--- src/rrpm_pkg.sv ---
// Shared types, codes and default sizes of the rectangle region pixel mask.
// Depends on nothing; every other file of the block but assert_macros.svh uses it.
package rrpm_pkg;

  localparam int MAX_REGIONS_DEF = 8;
  localparam int MAX_DIM_DEF     = 4096;

  localparam int CFG_DIM_W   = 13;
  localparam int PIX_W       = 8;
  localparam int COORD_IN_W  = 14;
  localparam int COORD_W     = 16;
  localparam int STATUS_W    = 2;
  localparam int APB_ADDR_W  = 4;
  localparam int APB_DATA_W  = 32;

  typedef logic [1:0] opcode_t;
  localparam opcode_t OP_CLEAR = 2'd0;
  localparam opcode_t OP_LOAD  = 2'd1;
  localparam opcode_t OP_PIXEL = 2'd2;

  typedef logic [STATUS_W-1:0] status_t;
  localparam status_t ST_OK       = 2'd0;
  localparam status_t ST_BAD_SIZE = 2'd1;
  localparam status_t ST_MISS     = 2'd2;
  localparam status_t ST_FULL     = 2'd3;

  typedef logic [1:0] reg_idx_t;
  localparam reg_idx_t REG_WIDTH  = 2'd0;
  localparam reg_idx_t REG_HEIGHT = 2'd1;
  localparam reg_idx_t REG_BG     = 2'd2;

  typedef struct packed {
    logic                      clear;
    logic                      load;
    logic                      exclude;
    logic signed [COORD_W-1:0] x0;
    logic signed [COORD_W-1:0] x1;
    logic signed [COORD_W-1:0] y0;
    logic signed [COORD_W-1:0] y1;
  } tbl_cmd_t;

  typedef struct packed {
    logic hit_inc;
    logic hit_exc;
    logic no_inc;
    logic full;
  } tbl_stat_t;

endpackage

--- src/rrpm_table.sv ---
// Region table of the pixel mask: stored rectangles, counts and parallel hit test.
// Depends on rrpm_pkg.
module rrpm_table #(
  parameter int MAX_REGIONS = rrpm_pkg::MAX_REGIONS_DEF
) (
  input  logic                               clk,
  input  logic                               rst_n,
  input  rrpm_pkg::tbl_cmd_t                 cmd,
  input  logic signed [rrpm_pkg::COORD_W-1:0] col,
  input  logic signed [rrpm_pkg::COORD_W-1:0] row,
  output rrpm_pkg::tbl_stat_t                stat
);

  localparam int CNT_W = $clog2(MAX_REGIONS + 1);

  typedef struct packed {
    logic                                exclude;
    logic signed [rrpm_pkg::COORD_W-1:0] x0;
    logic signed [rrpm_pkg::COORD_W-1:0] x1;
    logic signed [rrpm_pkg::COORD_W-1:0] y0;
    logic signed [rrpm_pkg::COORD_W-1:0] y1;
  } entry_t;

  entry_t             tbl_r [MAX_REGIONS];
  logic [CNT_W-1:0]   region_cnt_r, region_cnt_nxt;
  logic [CNT_W-1:0]   incl_cnt_r, incl_cnt_nxt;
  logic               full;
  logic               do_load;
  logic               hit_inc, hit_exc;

  assign full    = region_cnt_r >= CNT_W'(MAX_REGIONS);
  assign do_load = cmd.load && !full;

  always_comb begin
    region_cnt_nxt = region_cnt_r;
    incl_cnt_nxt   = incl_cnt_r;
    if (cmd.clear) begin
      region_cnt_nxt = '0;
      incl_cnt_nxt   = '0;
    end else if (do_load) begin
      region_cnt_nxt = region_cnt_r + CNT_W'(1);
      if (!cmd.exclude) begin
        incl_cnt_nxt = incl_cnt_r + CNT_W'(1);
      end
    end
  end

  always_ff @(posedge clk) begin
    if (!rst_n) begin
      region_cnt_r <= '0;
      incl_cnt_r   <= '0;
    end else begin
      region_cnt_r <= region_cnt_nxt;
      incl_cnt_r   <= incl_cnt_nxt;
    end
  end

  always_ff @(posedge clk) begin
    for (int i = 0; i < MAX_REGIONS; i++) begin
      if (do_load && region_cnt_r == CNT_W'(i)) begin
        tbl_r[i] <= '{exclude: cmd.exclude, x0: cmd.x0, x1: cmd.x1, y0: cmd.y0, y1: cmd.y1};
      end
    end
  end

  always_comb begin
    hit_inc = 1'b0;
    hit_exc = 1'b0;
    for (int i = 0; i < MAX_REGIONS; i++) begin
      if (CNT_W'(i) < region_cnt_r && col >= tbl_r[i].x0 && col < tbl_r[i].x1 &&
          row >= tbl_r[i].y0 && row < tbl_r[i].y1) begin
        if (tbl_r[i].exclude) begin
          hit_exc = 1'b1;
        end else begin
          hit_inc = 1'b1;
        end
      end
    end
  end

  assign stat.hit_inc = hit_inc;
  assign stat.hit_exc = hit_exc;
  assign stat.no_inc  = incl_cnt_r == '0;
  assign stat.full    = full;

endmodule

--- src/rectangle_region_pixel_mask_top.sv ---
// Top level of the rectangle region pixel mask: beat registers, position counters
// and configuration registers. Depends on rrpm_pkg and rrpm_table.
//
// The block takes one beat per clock unless the output stalls and returns one result
// beat per input beat: an input register feeds the load checks and the region compares,
// which run against all MAX_REGIONS table entries at once, and the result lands in an
// output register. While a result waits at the output the input register still takes
// one more beat. Configuration is to be written over the APB-style port only while no
// beat is in flight, not enforced by the block; there is no clearing pass after reset.
module rectangle_region_pixel_mask_top #(
  parameter int MAX_REGIONS = rrpm_pkg::MAX_REGIONS_DEF,
  parameter int MAX_DIM     = rrpm_pkg::MAX_DIM_DEF
) (
  input  logic                                  clk,
  input  logic                                  rst_n,
  input  logic                                  in_valid,
  output logic                                  in_ready,
  input  logic [1:0]                            in_opcode,
  input  logic                                  in_region_kind,
  input  logic signed [rrpm_pkg::COORD_IN_W-1:0] in_region_x,
  input  logic signed [rrpm_pkg::COORD_IN_W-1:0] in_region_y,
  input  logic signed [rrpm_pkg::COORD_IN_W-1:0] in_region_width,
  input  logic signed [rrpm_pkg::COORD_IN_W-1:0] in_region_height,
  input  logic [rrpm_pkg::PIX_W-1:0]            in_pixel_value,
  output logic                                  out_valid,
  input  logic                                  out_ready,
  output logic [rrpm_pkg::PIX_W-1:0]            out_pixel_out,
  output logic [rrpm_pkg::STATUS_W-1:0]         out_status,
  output logic                                  out_eligible,
  output logic                                  out_frame_end,
  input  logic                                  cfg_psel,
  input  logic                                  cfg_penable,
  input  logic                                  cfg_pwrite,
  input  logic [rrpm_pkg::APB_ADDR_W-1:0]       cfg_paddr,
  input  logic [rrpm_pkg::APB_DATA_W-1:0]       cfg_pwdata,
  output logic [rrpm_pkg::APB_DATA_W-1:0]       cfg_prdata,
  output logic                                  cfg_pready
);

  localparam int DIM_W   = $clog2(MAX_DIM + 1);
  localparam int POS_W   = $clog2(MAX_DIM);
  localparam int CW      = rrpm_pkg::COORD_W;
  localparam int CFG_W   = rrpm_pkg::CFG_DIM_W;

  // Configuration registers.
  logic [CFG_W-1:0]            width_r, height_r;
  logic [rrpm_pkg::PIX_W-1:0]  bg_r;
  logic                        cfg_wr;
  rrpm_pkg::reg_idx_t          cfg_idx;

  assign cfg_pready = 1'b1;
  assign cfg_idx    = cfg_paddr[3:2];
  assign cfg_wr     = cfg_psel && cfg_penable && cfg_pwrite && cfg_pready;

  always_ff @(posedge clk) begin
    if (!rst_n) begin
      width_r  <= CFG_W'(4096);
      height_r <= CFG_W'(4096);
      bg_r     <= rrpm_pkg::PIX_W'(255);
    end else if (cfg_wr) begin
      unique case (cfg_idx)
        rrpm_pkg::REG_WIDTH:  width_r  <= cfg_pwdata[CFG_W-1:0];
        rrpm_pkg::REG_HEIGHT: height_r <= cfg_pwdata[CFG_W-1:0];
        rrpm_pkg::REG_BG:     bg_r     <= cfg_pwdata[rrpm_pkg::PIX_W-1:0];
        default: ;
      endcase
    end
  end

  always_comb begin
    unique case (cfg_idx)
      rrpm_pkg::REG_WIDTH:  cfg_prdata = rrpm_pkg::APB_DATA_W'(width_r);
      rrpm_pkg::REG_HEIGHT: cfg_prdata = rrpm_pkg::APB_DATA_W'(height_r);
      rrpm_pkg::REG_BG:     cfg_prdata = rrpm_pkg::APB_DATA_W'(bg_r);
      default:              cfg_prdata = '0;
    endcase
  end

  // Effective frame size, clamped to 1..MAX_DIM.
  logic [CFG_W:0]   wd_full, ht_full;
  logic [DIM_W-1:0] wd, ht;

  always_comb begin
    if (width_r == '0) begin
      wd_full = (CFG_W + 1)'(1);
    end else if ({1'b0, width_r} > (CFG_W + 1)'(MAX_DIM)) begin
      wd_full = (CFG_W + 1)'(MAX_DIM);
    end else begin
      wd_full = {1'b0, width_r};
    end
    if (height_r == '0) begin
      ht_full = (CFG_W + 1)'(1);
    end else if ({1'b0, height_r} > (CFG_W + 1)'(MAX_DIM)) begin
      ht_full = (CFG_W + 1)'(MAX_DIM);
    end else begin
      ht_full = {1'b0, height_r};
    end
  end

  assign wd = DIM_W'(wd_full);
  assign ht = DIM_W'(ht_full);

  // Input register.
  logic                                   s1_vld_r;
  rrpm_pkg::opcode_t                      s1_op_r;
  logic                                   s1_kind_r;
  logic signed [rrpm_pkg::COORD_IN_W-1:0] s1_x_r, s1_y_r, s1_w_r, s1_h_r;
  logic [rrpm_pkg::PIX_W-1:0]             s1_pix_r;
  logic                                   advance;

  assign advance  = s1_vld_r && (!out_valid || out_ready);
  assign in_ready = !s1_vld_r || advance;

  always_ff @(posedge clk) begin
    if (!rst_n) begin
      s1_vld_r <= 1'b0;
    end else if (in_ready) begin
      s1_vld_r <= in_valid;
    end
  end

  always_ff @(posedge clk) begin
    if (in_valid && in_ready) begin
      s1_op_r   <= in_opcode;
      s1_kind_r <= in_region_kind;
      s1_x_r    <= in_region_x;
      s1_y_r    <= in_region_y;
      s1_w_r    <= in_region_width;
      s1_h_r    <= in_region_height;
      s1_pix_r  <= in_pixel_value;
    end
  end

  // Load checks.
  logic signed [CW-1:0] x_s, y_s, w_s, h_s, x1_s, y1_s, wd_s, ht_s;
  logic                 is_clear, is_load, is_pixel;
  logic                 bad_size, miss;

  assign x_s  = CW'(s1_x_r);
  assign y_s  = CW'(s1_y_r);
  assign w_s  = CW'(s1_w_r);
  assign h_s  = CW'(s1_h_r);
  assign x1_s = x_s + w_s;
  assign y1_s = y_s + h_s;
  assign wd_s = CW'(wd);
  assign ht_s = CW'(ht);

  assign is_clear = s1_op_r == rrpm_pkg::OP_CLEAR;
  assign is_load  = s1_op_r == rrpm_pkg::OP_LOAD;
  assign is_pixel = s1_op_r == rrpm_pkg::OP_PIXEL;

  assign bad_size = w_s[CW-1] || (w_s == '0) || h_s[CW-1] || (h_s == '0);
  assign miss     = !((x_s < wd_s) && !x1_s[CW-1] && (x1_s != '0) &&
                      (y_s < ht_s) && !y1_s[CW-1] && (y1_s != '0));

  // Position counters.
  logic [POS_W-1:0] col_r, col_nxt, row_r, row_nxt;
  logic             col_last, row_last;

  assign col_last = (DIM_W'(col_r) + DIM_W'(1)) >= wd;
  assign row_last = (DIM_W'(row_r) + DIM_W'(1)) >= ht;

  always_comb begin
    col_nxt = col_r;
    row_nxt = row_r;
    if (advance && is_pixel) begin
      if (col_last) begin
        col_nxt = '0;
        row_nxt = row_last ? '0 : row_r + POS_W'(1);
      end else begin
        col_nxt = col_r + POS_W'(1);
      end
    end
  end

  always_ff @(posedge clk) begin
    if (!rst_n) begin
      col_r <= '0;
      row_r <= '0;
    end else begin
      col_r <= col_nxt;
      row_r <= row_nxt;
    end
  end

  // Region table.
  rrpm_pkg::tbl_cmd_t  tbl_cmd;
  rrpm_pkg::tbl_stat_t tbl_stat;

  assign tbl_cmd.clear   = advance && is_clear;
  assign tbl_cmd.load    = advance && is_load && !bad_size && !miss;
  assign tbl_cmd.exclude = s1_kind_r;
  assign tbl_cmd.x0      = x_s;
  assign tbl_cmd.x1      = x1_s;
  assign tbl_cmd.y0      = y_s;
  assign tbl_cmd.y1      = y1_s;

  rrpm_table #(
    .MAX_REGIONS(MAX_REGIONS)
  ) u_table (
    .clk  (clk),
    .rst_n(rst_n),
    .cmd  (tbl_cmd),
    .col  (CW'(col_r)),
    .row  (CW'(row_r)),
    .stat (tbl_stat)
  );

  // Result computation and output register.
  logic                        elig;
  rrpm_pkg::status_t           status_nxt;
  logic [rrpm_pkg::PIX_W-1:0]  pix_nxt;
  logic                        out_vld_r;
  logic [rrpm_pkg::PIX_W-1:0]  out_pix_r;
  rrpm_pkg::status_t           out_status_r;
  logic                        out_elig_r, out_fend_r;

  assign elig = is_pixel && (tbl_stat.no_inc || tbl_stat.hit_inc) && !tbl_stat.hit_exc;

  always_comb begin
    status_nxt = rrpm_pkg::ST_OK;
    if (is_load) begin
      if (bad_size) begin
        status_nxt = rrpm_pkg::ST_BAD_SIZE;
      end else if (miss) begin
        status_nxt = rrpm_pkg::ST_MISS;
      end else if (tbl_stat.full) begin
        status_nxt = rrpm_pkg::ST_FULL;
      end
    end
  end

  assign pix_nxt = !is_pixel ? '0 : (elig ? s1_pix_r : bg_r);

  always_ff @(posedge clk) begin
    if (!rst_n) begin
      out_vld_r <= 1'b0;
    end else if (advance) begin
      out_vld_r <= 1'b1;
    end else if (out_ready) begin
      out_vld_r <= 1'b0;
    end
  end

  always_ff @(posedge clk) begin
    if (advance) begin
      out_pix_r    <= pix_nxt;
      out_status_r <= status_nxt;
      out_elig_r   <= elig;
      out_fend_r   <= is_pixel && col_last && row_last;
    end
  end

  assign out_valid     = out_vld_r;
  assign out_pixel_out = out_pix_r;
  assign out_status    = out_status_r;
  assign out_eligible  = out_elig_r;
  assign out_frame_end = out_fend_r;

endmodule

--- config.mk ---
export PLATFORM = sky130hd
export DESIGN_NAME = rectangle_region_pixel_mask_top
export DESIGN_NICKNAME = d
export VERILOG_FILES = /design/src/rrpm_pkg.sv /design/src/rrpm_table.sv /design/src/rectangle_region_pixel_mask_top.sv
export SDC_FILE = /design/constraint.sdc
export NUM_CORES = 1
export LEC_CHECK = 0
export ABC_AREA = 1
export ABC_CLOCK_PERIOD_IN_PS = 6700
export BUFFER_PORTS_ARGS = -buffer_cell sky130_fd_sc_hd__buf_2
export CAP_MARGIN = 40
export CORE_MARGIN = 4
export CORE_UTILIZATION = 35
export DETAILED_ROUTE_END_ITERATION = 10
export PLACE_DENSITY = 0.53
export SLEW_MARGIN = 20
export SYNTH_ARGS = -nofsm -noshare
export SYNTH_HDL_FRONTEND = slang
export SYNTH_SLANG_ARGS = --single-unit
export TNS_END_PERCENT = 50
--- constraint.sdc ---
create_clock -name clk -period 6.7 [get_ports clk]
set_input_delay 0.67 -clock clk [delete_from_list [all_inputs] [get_ports clk]]
set_output_delay 0.67 -clock clk [all_outputs]
set_load 0.02 [all_outputs]
Word level (Yosys, flattened, before mapping)
Memories as Yosys holds them, arrays and structs flattened.
Cells that the tools add are included.
{"block": "op_classes", "n_addsub": 8, "n_lt_le_gt_ge": 47, "n_eq_ne": 11, "muxes": 82, "n_bitwise": 3, "n_reduce_logical": 97}
{"cell": "65-bit 2-to-1 mux", "count": 7}
{"cell": "65-bit OR reduction", "count": 7}
{"cell": "13-bit by 16-bit greater-or-equal comparator with 1-bit output", "count": 16}
{"cell": "13-bit by 16-bit < comparator with 1-bit output", "count": 16}
{"cell": "1-bit logical AND", "count": 59}
{"cell": "1-bit 2-to-1 mux", "count": 58}
{"cell": "13-bit 2-to-1 mux", "count": 4}
{"cell": "13-bit case mux with 3 select lines", "count": 1}
{"cell": "16-bit logical NOT", "count": 2}
{"cell": "16-bit nonzero test", "count": 2}
{"cell": "14-bit by 14-bit adder with 15-bit output", "count": 2}
{"cell": "14-bit < comparator", "count": 2}
{"cell": "12-bit by 1-bit adder with 13-bit output, second input constant", "count": 2}
{"cell": "13-bit greater-or-equal comparator", "count": 2}
{"cell": "13-bit > comparator, second input constant", "count": 2}
{"cell": "13-bit logical NOT", "count": 2}
{"cell": "12-bit by 1-bit adder with 12-bit output, second input constant", "count": 2}
{"cell": "12-bit 2-to-1 mux", "count": 2}
{"cell": "3-bit 2-to-1 mux", "count": 7}
{"cell": "4-bit by 3-bit == test with 1-bit output, second input constant", "count": 4}
{"cell": "3-bit by 4-bit < comparator with 1-bit output, first input constant", "count": 4}
{"cell": "2-bit AND reduction", "count": 5}
{"cell": "4-bit by 1-bit adder with 4-bit output, second input constant", "count": 2}
{"cell": "4-bit by 2-bit == test with 1-bit output, second input constant", "count": 2}
{"cell": "15 further kinds", "count": 36}
{"block": "totals", "register_bits": 147, "mem_bits_rw": 520, "word_cells": 270, "mem_count": 1}
{"memory": "u_table.tbl_r", "words": 8, "word_bits": 65, "read_ports": 8, "rd_clocked_by_memory_dff": 0, "wr": 1, "line": "rrpm_table.sv:24", "text": "entry_t tbl_r [MAX_REGIONS];"}

Longest topological paths before layout
An unclocked memory read counts as a cell.
{"block": "depth", "ltp_word": 25, "depth_mapped": 23, "depth_no_buf": 22}

By module
From an unflattened synthesis, not the netlist that was laid out.
{"block": "unflattened", "hier_cells": 3815, "area_unflattened_um2": 38090.3}
{"module": "rrpm_table", "instances": 1, "cells_each": 2793, "area_each_um2": 29668.5, "seq_area_each_um2": 15775.1}
{"module": "rectangle_region_pixel_mask_top", "instances": 1, "cells_each": 1022, "area_each_um2": 8421.8, "seq_area_each_um2": 3573.4}

Worst setup path before layout
Ideal clock, no wire load.
{"block": "synth_path", "path_kind": "reg-to-reg", "start": "reg s1_y_r[0] (netlist name)", "end": "mem u_table.tbl_r[0][130] (netlist name), enable pin", "setup_time_ps": 549, "arrival_ps": 6456, "required_ps": 6151, "path_slack_ps": -305, "stages_incl_launch_ff": 14, "path_buffers": 0, "period_less_slack_ps": 7005, "cell_sequence": "edfxtp_1 -> ha_1 -> fa_1 -> nand3_1 -> nand2_1 -> nand3_1 -> nand4_1 -> xor2_1 -> nor2_1 -> nand4_1 -> nand3_2 -> nor2_4 -> nand2_4 -> nor3_1"}
{"item": "from (decl)", "line": "rectangle_region_pixel_mask_top.sv:107", "text": "logic signed [rrpm_pkg::COORD_IN_W-1:0] s1_x_r, s1_y_r, s1_w_r, s1_h_r;"}
{"item": "from (signal assigned)", "line": "rectangle_region_pixel_mask_top.sv:127", "text": "s1_y_r <= in_region_y;"}
{"item": "to (decl)", "line": "rrpm_table.sv:24"}

==> out/qor.txt <==
Status - finished, final reports clean
Setup ws final - 2.31 ns
Clk sinks - 619
Total die area - 0.0992 sq mm
Pre-antenna DRT Iters - 7
Largest net degree at the start of global routing - 60
H-tree levels - 3
Critical register-to-register path endpoint - u_table.tbl_r[1][220]$_DFFE_PP_
Initial Utilization - 35.3%
Pint - 6.48 mW
CTS tree - done
Fin. Hold Viols - 0
Core area - 0.0935 sq mm
Number of synthesized flops with an enable pin - 551
Max-capacitance violation count - 0
Clk slew on worst S/H paths - 0.06 ns
Worst-margin pin slew - 0.890 ns
Hpwl dp - 57,300 um
Hold crit path type - in -> reg
Worst-path cell chain - ha_1, a21oi_1, nor2_1, nor2_1, nand3_1, xor2_1, buf_4, nor2_1, nand4_1, nand3_2, nor2_4, nand2_4, inv_4, nand2_4, nor2_4, buf_4
CP Data Arrival Time - 4.63 ns
Synth warnings - 0
Final wirelength - 82,500 um
Leak pwr - 17.1 nW
Yosys reg bits - 619
Grt met2 use - 28.0%
Critical Path RT - 6.94 ns
Setup WS pre-CTS - 2.00 ns
Slowest-stage cell, CP - edfxtp_1
Total I/O pin count - 157
Longest Clk Path Bufs - 3
Top cell type's share of synthesized area - 50.2%
Crit Path Max Fanout - 59
Postcts setup bufs - 0
Crit Reg-Reg Startpoint - s1_y_r[7]$_DFFE_PP_
Power share of the combinational group - 6.1%
Fin crit period - 4.39 ns
DRC errors left - 0
Setup CP Type - reg -> reg
Via density - 4.76
WHS - 0.210 ns
Register area share after synthesis - 54.3%
Power Dens Cells - 224 mW/mm^2
Area growth, synth to finish - 14.5%
CTS resizes - 0
Clock tree root buffer cell - clkbuf_16
Top_reg_cell synth - edfxtp_1
Synth area leader - edfxtp_1
Yosys cell types - 55
Max VDD drop - 0.000186 V
Mapped Avg Cell Area - 10.5 sq um
Gate Count Post-Synth - 3,151
Most frequent cells after synthesis - edfxtp_1, inv_1, nand2_1, ha_1, a21oi_1
Worst reg-to-reg path cell count - 16
First-pass GRT wire length - 125,000 um
Setup violators final - 0
RSZ-0062 raised after global routing - false
Setup TNS - 0 ns
Port bufs - 115
Total track usage - 16.6%
Total number of vias - 22,368
Crit-path max cell delay - 0.83 ns
Top area cells in the synthesized netlist - edfxtp_1, ha_1, inv_1
Crit. Startpoint - s1_y_r[7]$_DFFE_PP_
Gpl congestion - 0.873
Post-Syn Area - 0.0330 sq mm
Met3 GRT Util - 2.37%
Critical Path Most Common Cell - nor2_1
Critical Path End Type - register
Initial DRC Count - 1,336
Global Route met1 Usage - 22.3%
# rows - 112
Most Crowded Layer GR - met2
Die Ht - 315 um
Total CTS buffers - 68
Clock latency on the worst-skew pair - 0.63 ns
Startpoint types - register
Sw Share - 23.2%
Initial antenna violation count - 7
Clock Power Share - 42.5%
Routed Antenna Nets - 0
Worst reg2reg setup slack - 2.31 ns
Final Skew - 0.0328 ns
Wire length per cell - 17.6 um
Fin. max-slew vios - 0
Die Wd - 315 um
Most common cell in the synthesized netlist - edfxtp_1
Post-CTS Hold Buffers - 0
Share of cells above drive strength 1 - 9.39%
Final period utilization - 65.6%
GR Overflow Total - 0
Vias in the first global route - 21,612
Synth async-reset ratio - 0%
Share of total power in sequential cells - 51.4%
Max Freq - 228 MHz
Net Switching - 1.96 mW
Fillers - 9,123
CP endpoint - u_table.tbl_r[1][220]$_DFFE_PP_
Fin nets - 3,952
Slew margin rel. - 40.6%
==> sequential cells by signal, indices dropped and copies added, names as in the netlist, 8 cells and up <==
| register | count |
|---|---|
| s1_pix_r | 8 |
| s1_y_r | 14 |
| col_r | 12 |
| u_table.tbl_r | 472 |
| row_r | 12 |
| s1_h_r | 14 |
| s1_x_r | 14 |
| bg_r | 8 |
| height_r | 13 |
| out_pixel_out | 8 |
| s1_w_r | 14 |
| width_r | 13 |
==> worst min path at each step <==
stage / depth (start not counted) / to / from
4_1_cts: 1 / s1_x_r[11]$_DFFE_PP_ / in_region_x[11]
3_3_place_gp: 2 / u_table.incl_cnt_r[3]$_SDFFE_PP0P_ / u_table.incl_cnt_r[3]$_SDFFE_PP0P_
6_report: 1 / s1_pix_r[7]$_DFFE_PP_ / in_pixel_value[7]
2_1_floorplan: 2 / u_table.incl_cnt_r[3]$_SDFFE_PP0P_ / u_table.incl_cnt_r[3]$_SDFFE_PP0P_
5_1_grt: 1 / s1_pix_r[5]$_DFFE_PP_ / in_pixel_value[5]
3_5_place_dp: 2 / u_table.incl_cnt_r[3]$_SDFFE_PP0P_ / u_table.incl_cnt_r[3]$_SDFFE_PP0P_
==> cell type report <==
type / count / area, sq um / share of cell area (%)
clock inverters: 39 / 305 / 0.809
flip-flops and latches: 619 / 17900 / 47.4
clock buffers: 85 / 1830 / 4.85
repair buffers: 188 / 1170 / 3.09
inverters: 552 / 2080 / 5.50
diodes: 4 / 10.0 / 0.0265
well taps: 1254 / 1570 / 4.16
multi-input cells: 1958 / 12900 / 34.1
==> cells by family after synthesis <==
| group | Yosys count | share of synthesized area (%) |
|---|---|---|
| other | 2 | 0.0228 |
| and+or+nand+nor | 994 | 12.8 |
| AOI/OAI and AO/OA | 456 | 7.73 |
| buffers and inverters | 592 | 7.00 |
| xor gates and xnor gates | 33 | 0.876 |
| adders and majority gates | 455 | 17.3 |
| DFF | 619 | 54.3 |
==> per-layer routing <==
metal,share of wire [%],vias up
met3,5.1,117
li1,-,11269
met5,0.050,-
met1,46,10506
met4,2.4,6
met2,47,470
==> cell usage in the layout, fill, tap and decap left out, types with 17 or more instances in the layout <==
cell type,synthesis,layout
dfxtp_1,68,68
clkinv_1,0,20
nor2_1,232,228
nand3_1,85,85
clkbuf_16,0,70
a211oi_1,17,17
buf_4,22,66
ha_1,453,453
nand2_1,533,533
inv_1,546,545
nor3_1,38,36
edfxtp_1,551,551
conb_1,2,20
a21oi_1,246,246
buf_2,1,116
o21a_1,21,21
nand4_1,46,46
xor2_1,30,30
o21ai_0,103,103
nor4_1,21,21
==> worst max-delay path: cells and delay by family (launching register included) <==
| family | cells | cell delay [ns] |
|---|---|---|
| simple gates | 10 | 1.18 |
| compound gates | 1 | 0.23 |
| flops | 1 | 0.83 |
| buf+inv | 3 | 0.98 |
| fa+ha+maj | 1 | 0.39 |
| xor+xnor | 1 | 0.33 |
==> through the flow <==
| stage | area, sq um | power (mW) | std cells | util (%) |
|---|---|---|---|---|
| finish | 37800 | 8.44 | 4699 | 40.4 |
| global route | 37700 | 8.76 | 4695 | 40.4 |
| CTS | 37700 | 8.54 | 4690 | 40.3 |
| detailed placement | 35600 | 4.93 | 4566 | 38.1 |
| global placement | 35500 | 4.92 | 4562 | 38.0 |
| floorplan | 33100 | 4.70 | 3169 | - |
==> power by group through the flow <==
stage	registers (mW)	logic (mW)	clock network [mW]
after global placement	4.42	0.501	0
final	4.34	0.515	3.59
after detailed placement	4.42	0.512	0
after global routing	4.34	0.576	3.85
after CTS	4.34	0.515	3.69
after floorplan	4.42	0.279	0
Power figures use the tool's default switching activity.
